$ cat src/rtl/jac_pkg.sv
// Shared types and constants of the joystick axis conditioner.
`default_nettype none

package jac_pkg;

	localparam int RawW       = 12;
	localparam int ValW       = 10;
	localparam int OffW       = 12;
	localparam int TrimW      = 11;
	localparam int SumW       = 15;
	localparam int ScaleMul   = 1000;
	localparam int ScaleDiv   = 4095;
	localparam int ScaleShift = 12;
	localparam int ProdW      = RawW + ValW;
	localparam int ValMax     = 1000;
	localparam int Center     = 500;
	localparam int TrimStep   = 10;
	localparam int TrimLim    = 1000;
	localparam int OffLim     = 2047;
	localparam int Lanes      = 4;

	typedef enum logic {
		KIND_STICK = 1'b0,
		KIND_KEY   = 1'b1
	} kind_t;

	typedef enum logic [2:0] {
		KEY_NONE   = 3'd0,
		KEY_UP     = 3'd1,
		KEY_DN     = 3'd2,
		KEY_LT     = 3'd3,
		KEY_RT     = 3'd4,
		KEY_LPRESS = 3'd5,
		KEY_RPRESS = 3'd6,
		KEY_RLONG  = 3'd7
	} key_t;

	typedef enum logic [1:0] {
		ST_RUN,
		ST_DIV,
		ST_APPLY
	} cal_state_t;

	typedef struct packed {
		logic clear;
		logic acc;
		logic div;
		logic apply;
	} lane_ctl_t;

endpackage

`default_nettype wire

$ cat src/rtl/jac_scale_lane.sv
// One axis of the two-stage raw-to-0..1000 scaling pipe.
`default_nettype none

module jac_scale_lane (
	input  logic                      clk,
	input  logic                      en_s1,
	input  logic                      en_s2,
	input  logic [jac_pkg::RawW-1:0]  raw,
	output logic [jac_pkg::ValW-1:0]  scaled_s2
);

	localparam int PW = jac_pkg::ProdW;
	localparam int SH = jac_pkg::ScaleShift;
	localparam int VW = jac_pkg::ValW;
	localparam int RW = SH + 1;

	logic [PW-1:0] prod_s1;
	logic [VW-1:0] q0;
	logic [RW-1:0] rem;
	logic [VW-1:0] quot;
	logic [VW-1:0] scaled_d;

	always_ff @(posedge clk) begin
		if (en_s1) begin
			prod_s1 <= PW'(raw) * PW'(jac_pkg::ScaleMul);
		end
	end

	// floor(p/4095) is floor(p/4096) or one more
	always_comb begin
		q0       = prod_s1[PW-1:SH];
		rem      = RW'(prod_s1[SH-1:0]) + RW'(q0);
		quot     = (rem >= RW'(jac_pkg::ScaleDiv)) ? q0 + VW'(1) : q0;
		scaled_d = VW'(jac_pkg::ValMax) - quot;
	end

	always_ff @(posedge clk) begin
		if (en_s2) begin
			scaled_s2 <= scaled_d;
		end
	end

endmodule

`default_nettype wire

$ cat src/rtl/jac_axis_lane.sv
// One axis of the state stage: offset, trim, clamp and calibration sum.
`default_nettype none

module jac_axis_lane #(
	parameter int CAL_SAMPLES = 10
) (
	input  logic                             clk,
	input  logic                             arst_n,
	input  jac_pkg::lane_ctl_t               ctl,
	input  logic [jac_pkg::ValW-1:0]         scaled,
	input  logic signed [jac_pkg::TrimW-1:0] trim,
	input  logic [jac_pkg::ValW-1:0]         center,
	output logic [jac_pkg::ValW-1:0]         value
);

	localparam int OW       = jac_pkg::OffW;
	localparam int SW       = jac_pkg::SumW;
	localparam int VW       = jac_pkg::ValW;
	localparam int XW       = OW + 2;
	localparam int MagW     = SW - 1;
	localparam int DivShift = MagW + 5;
	localparam int DivMul   = (2 ** DivShift + CAL_SAMPLES - 1) / CAL_SAMPLES;
	localparam int MulW     = DivShift + 1;
	localparam int QPW      = MagW + MulW;
	localparam int AW       = SW + 1;

	logic signed [OW-1:0] offset_q;
	logic signed [SW-1:0] sum_q;
	logic [QPW-1:0]       quot_prod_q;
	logic                 neg_q;

	logic signed [XW-1:0] raw_val;
	logic signed [SW-1:0] acc_term;
	logic [MagW-1:0]      mag;
	logic [MagW-1:0]      quot;
	logic signed [SW-1:0] quot_s;
	logic signed [AW-1:0] off_sum;
	logic signed [OW-1:0] off_new;

	always_comb begin
		raw_val = $signed(XW'(scaled)) - XW'(offset_q) + XW'(trim);
		if (raw_val < 0) begin
			value = '0;
		end else if (raw_val > XW'(jac_pkg::ValMax)) begin
			value = VW'(jac_pkg::ValMax);
		end else begin
			value = raw_val[VW-1:0];
		end
		acc_term = $signed(SW'(value)) - $signed(SW'(center));
	end

	// sum / CAL_SAMPLES, truncated toward zero, by reciprocal multiply
	always_comb begin
		mag     = sum_q[SW-1] ? MagW'(-sum_q) : MagW'(sum_q);
		quot    = MagW'(quot_prod_q >> DivShift);
		quot_s  = neg_q ? -$signed({1'b0, quot}) : $signed({1'b0, quot});
		off_sum = AW'(offset_q) + AW'(quot_s);
		if (off_sum > AW'(jac_pkg::OffLim)) begin
			off_new = OW'(jac_pkg::OffLim);
		end else if (off_sum < -AW'(jac_pkg::OffLim)) begin
			off_new = -OW'(jac_pkg::OffLim);
		end else begin
			off_new = off_sum[OW-1:0];
		end
	end

	always_ff @(posedge clk or negedge arst_n) begin
		if (!arst_n) begin
			offset_q <= '0;
			sum_q    <= '0;
		end else if (ctl.clear) begin
			sum_q <= '0;
		end else if (ctl.acc) begin
			sum_q <= sum_q + acc_term;
		end else if (ctl.apply) begin
			sum_q    <= '0;
			offset_q <= off_new;
		end
	end

	always_ff @(posedge clk) begin
		if (ctl.div) begin
			quot_prod_q <= QPW'(mag) * QPW'(DivMul);
			neg_q       <= sum_q[SW-1];
		end
	end

endmodule

`default_nettype wire

$ cat src/rtl/jac_ctrl.sv
// Key handling, trims, flags and the calibration sequencer.
`default_nettype none

module jac_ctrl #(
	parameter int CAL_SAMPLES = 10
) (
	input  logic                             clk,
	input  logic                             arst_n,
	input  logic                             fire,
	input  jac_pkg::kind_t                   kind,
	input  jac_pkg::key_t                    key_code,
	output logic                             open,
	output jac_pkg::lane_ctl_t               ctl,
	output logic signed [jac_pkg::TrimW-1:0] pitch_trim,
	output logic signed [jac_pkg::TrimW-1:0] roll_trim,
	output logic                             shutdown,
	output logic                             alt_hold,
	output logic                             cal_active
);

	localparam int TW   = jac_pkg::TrimW;
	localparam int CntW = (CAL_SAMPLES > 1) ? $clog2(CAL_SAMPLES) : 1;

	function automatic logic signed [TW-1:0] trim_step(
		input logic signed [TW-1:0] t,
		input logic                 up
	);
		logic signed [TW:0] s;
		s = up ? (TW + 1)'(t) + (TW + 1)'(jac_pkg::TrimStep)
		       : (TW + 1)'(t) - (TW + 1)'(jac_pkg::TrimStep);
		if (s > (TW + 1)'(jac_pkg::TrimLim)) begin
			return TW'(jac_pkg::TrimLim);
		end else if (s < -(TW + 1)'(jac_pkg::TrimLim)) begin
			return -TW'(jac_pkg::TrimLim);
		end
		return s[TW-1:0];
	endfunction

	jac_pkg::cal_state_t state_q;
	jac_pkg::cal_state_t state_d;

	logic signed [TW-1:0] pitch_trim_q;
	logic signed [TW-1:0] roll_trim_q;
	logic                 shutdown_q;
	logic                 alt_hold_q;
	logic                 cal_active_q;
	logic [CntW-1:0]      cnt_q;

	logic sample_fire;
	logic key_fire;
	logic last;

	assign sample_fire = fire && (kind == jac_pkg::KIND_STICK);
	assign key_fire    = fire && (kind == jac_pkg::KIND_KEY) && !cal_active_q;
	assign last        = sample_fire && cal_active_q && (cnt_q == CntW'(CAL_SAMPLES - 1));

	always_comb begin
		state_d = state_q;
		case (state_q)
			jac_pkg::ST_RUN: begin
				if (last) begin
					state_d = jac_pkg::ST_DIV;
				end
			end
			jac_pkg::ST_DIV:   state_d = jac_pkg::ST_APPLY;
			jac_pkg::ST_APPLY: state_d = jac_pkg::ST_RUN;
			default:           state_d = jac_pkg::ST_RUN;
		endcase
	end

	always_comb begin
		open      = 1'b0;
		ctl.div   = 1'b0;
		ctl.apply = 1'b0;
		case (state_q)
			jac_pkg::ST_RUN:   open      = 1'b1;
			jac_pkg::ST_DIV:   ctl.div   = 1'b1;
			jac_pkg::ST_APPLY: ctl.apply = 1'b1;
			default:           open      = 1'b0;
		endcase
		ctl.clear = key_fire && (key_code == jac_pkg::KEY_RLONG);
		ctl.acc   = sample_fire && cal_active_q;
	end

	always_ff @(posedge clk or negedge arst_n) begin
		if (!arst_n) begin
			state_q      <= jac_pkg::ST_RUN;
			pitch_trim_q <= '0;
			roll_trim_q  <= '0;
			shutdown_q   <= 1'b0;
			alt_hold_q   <= 1'b0;
			cal_active_q <= 1'b0;
			cnt_q        <= '0;
		end else begin
			state_q <= state_d;
			if (key_fire) begin
				case (key_code)
					jac_pkg::KEY_UP:     pitch_trim_q <= trim_step(pitch_trim_q, 1'b1);
					jac_pkg::KEY_DN:     pitch_trim_q <= trim_step(pitch_trim_q, 1'b0);
					jac_pkg::KEY_LT:     roll_trim_q  <= trim_step(roll_trim_q, 1'b0);
					jac_pkg::KEY_RT:     roll_trim_q  <= trim_step(roll_trim_q, 1'b1);
					jac_pkg::KEY_LPRESS: shutdown_q   <= 1'b1;
					jac_pkg::KEY_RPRESS: alt_hold_q   <= 1'b1;
					jac_pkg::KEY_RLONG: begin
						pitch_trim_q <= '0;
						roll_trim_q  <= '0;
						cnt_q        <= '0;
						cal_active_q <= 1'b1;
					end
					default: ;
				endcase
			end
			if (sample_fire && cal_active_q) begin
				if (last) begin
					cnt_q        <= '0;
					cal_active_q <= 1'b0;
				end else begin
					cnt_q <= cnt_q + CntW'(1);
				end
			end
		end
	end

	assign pitch_trim = pitch_trim_q;
	assign roll_trim  = roll_trim_q;
	assign shutdown   = shutdown_q;
	assign alt_hold   = alt_hold_q;
	assign cal_active = cal_active_q;

endmodule

`default_nettype wire

$ cat src/rtl/joystick_axis_conditioner.sv
// Top level: four-lane stick conditioner with key trims and calibration.
//
// Input channel (in_valid/in_ready) carries either a stick transaction
// (kind 0, four raw 12-bit samples) or a key transaction (kind 1, key_code).
// Output channel (out_valid/out_ready) carries one conditioned transaction
// per stick transaction; key transactions produce none.
// A stick transaction passes the two scaling stages and the state stage into
// the output register. Throughput: one transaction per cycle when nothing
// stalls. The state stage pauses in its divide and apply states after the
// sample that completes a calibration, while each lane's offset register
// takes its averaged sum (reciprocal multiply, then add).
// Two scaling stages sit ahead of the state stage; each lane scales,
// offsets, trims and clamps its axis, and the output register merges lanes
// and flags. When the receiver stalls, the result waits in the output
// register, key transactions still drain, and stick transactions fill the
// two scaling stages before in_ready drops.
// Reset clears offsets, trims, flags, calibration state and the pipeline.

`default_nettype none

module joystick_axis_conditioner #(
	parameter int CAL_SAMPLES = 10
) (
	input  logic        clk,
	input  logic        arst_n,
	input  logic        in_valid,
	output logic        in_ready,
	input  logic        kind,
	input  logic [11:0] throttle_raw,
	input  logic [11:0] yaw_raw,
	input  logic [11:0] pitch_raw,
	input  logic [11:0] roll_raw,
	input  logic [2:0]  key_code,
	output logic        out_valid,
	input  logic        out_ready,
	output logic [9:0]  throttle_out,
	output logic [9:0]  yaw_out,
	output logic [9:0]  pitch_out,
	output logic [9:0]  roll_out,
	output logic        shutdown_flag,
	output logic        hold_altitude,
	output logic        calibrating
);

	localparam int RW = jac_pkg::RawW;
	localparam int VW = jac_pkg::ValW;
	localparam int TW = jac_pkg::TrimW;
	localparam int NL = jac_pkg::Lanes;

	logic valid_s1;
	logic valid_s2;
	jac_pkg::kind_t kind_s1;
	jac_pkg::kind_t kind_s2;
	jac_pkg::key_t  key_s1;
	jac_pkg::key_t  key_s2;

	logic in_fire;
	logic adv2;
	logic fire3;
	logic out_room;
	logic st_open;
	logic load_out;

	jac_pkg::lane_ctl_t   ctl;
	logic signed [TW-1:0] pitch_trim;
	logic signed [TW-1:0] roll_trim;
	logic                 shutdown;
	logic                 alt_hold;
	logic                 cal_active;

	logic [NL-1:0][RW-1:0]         raw_in;
	logic [NL-1:0][VW-1:0]         scaled_s2;
	logic [NL-1:0][VW-1:0]         lane_val;
	logic [NL-1:0][TW-1:0]         lane_trim;
	logic [NL-1:0][VW-1:0]         lane_center;

	logic          out_valid_q;
	logic [VW-1:0] throttle_q;
	logic [VW-1:0] yaw_q;
	logic [VW-1:0] pitch_q;
	logic [VW-1:0] roll_q;
	logic          shutdown_q;
	logic          alt_hold_q;
	logic          calibrating_q;

	assign out_room = !out_valid_q || out_ready;
	assign fire3    = valid_s2 && st_open && ((kind_s2 == jac_pkg::KIND_KEY) || out_room);
	assign adv2     = valid_s1 && (!valid_s2 || fire3);
	assign in_ready = !valid_s1 || adv2;
	assign in_fire  = in_valid && in_ready;
	assign load_out = fire3 && (kind_s2 == jac_pkg::KIND_STICK);

	always_ff @(posedge clk or negedge arst_n) begin
		if (!arst_n) begin
			valid_s1 <= 1'b0;
			valid_s2 <= 1'b0;
		end else begin
			if (in_fire) begin
				valid_s1 <= 1'b1;
			end else if (adv2) begin
				valid_s1 <= 1'b0;
			end
			if (adv2) begin
				valid_s2 <= 1'b1;
			end else if (fire3) begin
				valid_s2 <= 1'b0;
			end
		end
	end

	always_ff @(posedge clk) begin
		if (in_fire) begin
			kind_s1 <= jac_pkg::kind_t'(kind);
			key_s1  <= jac_pkg::key_t'(key_code);
		end
		if (adv2) begin
			kind_s2 <= kind_s1;
			key_s2  <= key_s1;
		end
	end

	assign raw_in      = {roll_raw, pitch_raw, yaw_raw, throttle_raw};
	assign lane_trim   = {roll_trim, pitch_trim, TW'(0), TW'(0)};
	assign lane_center = {VW'(jac_pkg::Center), VW'(jac_pkg::Center),
		VW'(jac_pkg::Center), VW'(0)};

	for (genvar i = 0; i < NL; i++) begin : g_lane
		jac_scale_lane u_scale (
			.clk       (clk),
			.en_s1     (in_fire),
			.en_s2     (adv2),
			.raw       (raw_in[i]),
			.scaled_s2 (scaled_s2[i])
		);

		jac_axis_lane #(
			.CAL_SAMPLES (CAL_SAMPLES)
		) u_axis (
			.clk    (clk),
			.arst_n (arst_n),
			.ctl    (ctl),
			.scaled (scaled_s2[i]),
			.trim   ($signed(lane_trim[i])),
			.center (lane_center[i]),
			.value  (lane_val[i])
		);
	end

	jac_ctrl #(
		.CAL_SAMPLES (CAL_SAMPLES)
	) u_ctrl (
		.clk        (clk),
		.arst_n     (arst_n),
		.fire       (fire3),
		.kind       (kind_s2),
		.key_code   (key_s2),
		.open       (st_open),
		.ctl        (ctl),
		.pitch_trim (pitch_trim),
		.roll_trim  (roll_trim),
		.shutdown   (shutdown),
		.alt_hold   (alt_hold),
		.cal_active (cal_active)
	);

	always_ff @(posedge clk or negedge arst_n) begin
		if (!arst_n) begin
			out_valid_q <= 1'b0;
		end else if (load_out) begin
			out_valid_q <= 1'b1;
		end else if (out_ready) begin
			out_valid_q <= 1'b0;
		end
	end

	always_ff @(posedge clk) begin
		if (load_out) begin
			throttle_q    <= lane_val[0];
			yaw_q         <= lane_val[1];
			pitch_q       <= lane_val[2];
			roll_q        <= lane_val[3];
			shutdown_q    <= shutdown;
			alt_hold_q    <= alt_hold;
			calibrating_q <= cal_active;
		end
	end

	assign out_valid     = out_valid_q;
	assign throttle_out  = throttle_q;
	assign yaw_out       = yaw_q;
	assign pitch_out     = pitch_q;
	assign roll_out      = roll_q;
	assign shutdown_flag = shutdown_q;
	assign hold_altitude = alt_hold_q;
	assign calibrating   = calibrating_q;

endmodule

`default_nettype wire

$ cat config.mk
export PLATFORM = sky130hd
export DESIGN_NAME = joystick_axis_conditioner
export DESIGN_NICKNAME = d
export VERILOG_FILES = /design/src/rtl/jac_pkg.sv /design/src/rtl/jac_scale_lane.sv /design/src/rtl/jac_axis_lane.sv /design/src/rtl/jac_ctrl.sv /design/src/rtl/joystick_axis_conditioner.sv
export SDC_FILE = /design/constraint.sdc
export NUM_CORES = 2
export LEC_CHECK = 0
export ABC_CLOCK_PERIOD_IN_PS = 10500
export BUFFER_PORTS_ARGS = -buffer_cell sky130_fd_sc_hd__buf_2
export CELL_PAD_IN_SITES_DETAIL_PLACEMENT = 0
export CELL_PAD_IN_SITES_GLOBAL_PLACEMENT = 1
export CORE_UTILIZATION = 46
export CTS_CLUSTER_DIAMETER = 60
export DETAILED_ROUTE_END_ITERATION = 12
export GPL_TIMING_DRIVEN = 0
export PLACE_DENSITY_LB_ADDON = 0.1
export SYNTH_ARGS = -nofsm -noshare
export SYNTH_HDL_FRONTEND = slang
export SYNTH_HIERARCHICAL = 1
export SYNTH_SLANG_ARGS = --single-unit
$ cat constraint.sdc
create_clock -name clk -period 10.5 [get_ports clk]
set_input_delay 2.1 -clock clk [delete_from_list [all_inputs] [get_ports clk]]
set_output_delay 2.1 -clock clk [all_outputs]
set_load 0.01 [all_outputs]
==> reports/qor.csv <==
stage,metric,value,unit
worst_setup_path,crit_buf_inv,3,
floorplan,die-height,336.8,µm
global_routing,grt_pass1_vias,38500,
finish,antenna_cells,0,
global_routing,grt_remaining_overflow,0,
synthesis,synth_top_area_share,21.06,%
timing,final.setup_skew,0.05165,ns
timing,setup_slack,2.340,ns
worst_setup_path,worstSetupPathType,register to register,
floorplan,die_w,336.8,µm
clock_tree,path_clk_slew,0.06,ns
clock_tree,htree_levels,2,
global_routing,antenna_found_initial,2,
clock_tree,post-cts-setup-buffers,0,
placed_design,portBuffers,100,
synthesis,yosysSeqAreaShare,19.31,%
synthesis,synth_cell_type_count,151,
worst_setup_path,required,10.91,ns
floorplan,io_pins,101,
worst_setup_path,cpMaxStageDelayCell,dfrtp_1,
worst_setup_path,r2r-end,g_lane[3].u_axis/quot_prod_q[29],
finish,synthToLayoutAreaGrowth,9.566,%
timing,finalHoldViolCount,0,
placed_design,dp_slack,2.198,ns
synthesis,synth_area,51570,µm²
routing,vias_per_cell,5.310,
clock_tree,cts.sinks,355,
floorplan,die_area,113500,µm²
floorplan,rows,122,
routing,antenna_left,0,
synthesis,async_reset_ff_share,39.44,%
finish,drive_gt1_share,7.675,%
global_routing,track_usage,21.16,%
timing,min_period_over_period,77.71,%
synthesis,synthFlopType,edfxtp_1,
synthesis,synth_top_area_cell,ha_1,
synthesis,synth.ff_latch_count,355,
worst_setup_path,endpoint_kind,register,
timing,tns,0,ns
placed_design,gp_congestion,0.8680,
synthesis,synthCells,5429,
timing,rsz0062_at_grt,no,
worst_setup_path,start_kind,register,
routing,drc_errors,0,
clock_tree,postCtsHoldBufs,0,
outcome,status,completed,
timing,relSlewSlack,37.68,%
clock_tree,clockBufferDepth,3,
global_routing,grt_pass1_wl,195700,µm
floorplan,start_util,46.47,%
clock_tree,tritoncts,done,
worst_setup_path,crit_fanout,11,
timing,setup_viol,0,
timing,maxClockFrequency,122.6,MHz
worst_setup_path,critPathCapture,g_lane[3].u_axis/quot_prod_q[29],
clock_tree,cts-resized-gates,0,
worst_setup_path,reg2reg_slack,2.34,ns
routing,first_iter_violations,1752,
worst_setup_path,max_stage_delay,0.61,ns
synthesis,ys_warn_count,6,
routing,wl_per_cell,16.15,µm
timing,period_needed,8.160,ns
routing,dr.pass1.iters,5,
job,cap_violations,0,
placed_design,dp_hpwl,97710,µm
worst_hold_path,hp-class,register to register,
finish,nets,7017,
clock_tree,cts_made_buffers,59,
clock_tree,cts_root_buf,clkbuf_16,
routing,via_count,38280,
timing,slew_viol_final,0,
worst_setup_path,ff2ff_path_depth,25,
worst_setup_path,cp_common_cell,fa_1,
worst_setup_path,critPathLaunch,g_lane[3].u_axis/sum_q[0],
synthesis,syn_area_per_cell,9.500,µm²
synthesis,synth_area_leaders,"ha_1 21%, fa_1 16%, edfxtp_1 13%, dfrtp_1 6.8%, inv_1 6.6%",
worst_setup_path,cp.depth,25,
synthesis,synth_edf_count,215,
worst_setup_path,critical_path.top_delay_family,adder cells,
routing,routed_wl,116400,µm
clock_tree,clkLatencyLatePin,0.69,ns
worst_setup_path,arrival,8.57,ns
synthesis,synth_common_cells,"901 x inv_1, 868 x ha_1, 424 x fa_1, 310 x nand2_1, 278 x xnor2_1",
synthesis,yosysMostFrequentCell,inv_1,
worst_setup_path,r2r_start,g_lane[3].u_axis/sum_q[0],
floorplan,core-area,111000,µm²
timing,worst_pin_slew,0.9349,ns
global_routing,grt_start_max_net_pins,102,
## per-stage QoR
stage / instances / cell area, µm² / util (%) / hold slack, ns
2_1_floorplan: 5494 / 51820 / - / 0.4003
3_3_place_gp: 7082 / 54180 / 48.82 / 0.4044
3_5_place_dp: 7096 / 54490 / 49.10 / 0.4062
4_1_cts: 7208 / 56510 / 50.92 / 0.4207
5_1_grt: 7208 / 56510 / 50.92 / 0.4367
6_report: 7208 / 56510 / 50.92 / 0.4180
## per-layer routing
layer  wire length [µm]  up-vias  track usage (%)
met5                  0        -                0
met4               1972        0            4.381
met3               3173      129            1.898
met2              54430      457            35.63
met1              56840    18270            29.52
li1                   -    19420                -
## kinds of logic after synthesis
kind of cell	share of synthesized area, %
adder cells (fa/ha/maj)	37.54
AND/OR/NAND/NOR	12.40
AO/OA/AOI/OAI	15.81
buffers and inverters	7.368
XOR/XNOR	7.152
flip-flops	19.31
multiplexers	0.3954
other	0.02183
## state kept, by name (all words and copies together) (netlist names), 10 cells and up
signal / cells
u_ctrl/pitch_trim: 10
pitch_out: 10
roll_out: 10
g_lane.u_scale/scaled_s2: 40
g_lane.u_axis/sum_q: 60
throttle_out: 10
g_lane.u_scale/prod_s1: 76
g_lane.u_axis/quot_prod_q: 44
g_lane.u_axis/offset_q: 48
u_ctrl/roll_trim: 10
yaw_out: 10
## cells in the final DEF (no fill, tap or decap), drive strengths merged, types with 111 or more instances in the layout
| master | Yosys | routed |
|---|---|---|
| nor2 | 255 | 255 |
| nand3 | 118 | 118 |
| inv | 902 | 921 |
| xnor2 | 284 | 284 |
| dfrtp | 140 | 140 |
| ha | 868 | 868 |
| nor3 | 111 | 111 |
| nand2 | 312 | 312 |
| edfxtp | 215 | 215 |
| fa | 424 | 424 |
| o21ai | 246 | 246 |
| xor2 | 129 | 129 |
| a21oi | 261 | 261 |
| buf | 31 | 145 |
## how the worst min path moves through the flow
stage	from	endpoint	slack (ns)	cells after the start
2_1_floorplan	key_s1[0]	key_s2[0]	0.40	0
3_3_place_gp	key_s1[0]	key_s2[0]	0.40	0
3_5_place_dp	key_s1[2]	key_s2[2]	0.41	0
4_1_cts	key_s1[2]	key_s2[2]	0.42	0
5_1_grt	key_s1[1]	key_s2[1]	0.44	0
6_report	key_s1[2]	key_s2[2]	0.42	0
## cell type report
| cell class | instances | area, µm² |
|---|---|---|
| Fill cell | 10550 | 54470 |
| Sequential cell | 355 | 9960 |
| Clock inverter | 44 | 442.9 |
| Inverter | 903 | 3390 |
| Clock buffer | 68 | 1573 |
| Buffer | 73 | 410.4 |
| Timing Repair Buffer | 114 | 759.5 |
| Tap cell | 1488 | 1862 |
| Multi-Input combinational cell | 4163 | 38110 |
Power is left out: the tool's default activity adds up to more than one toggle a clock period on the data nets, which glitch-free logic cannot reach.
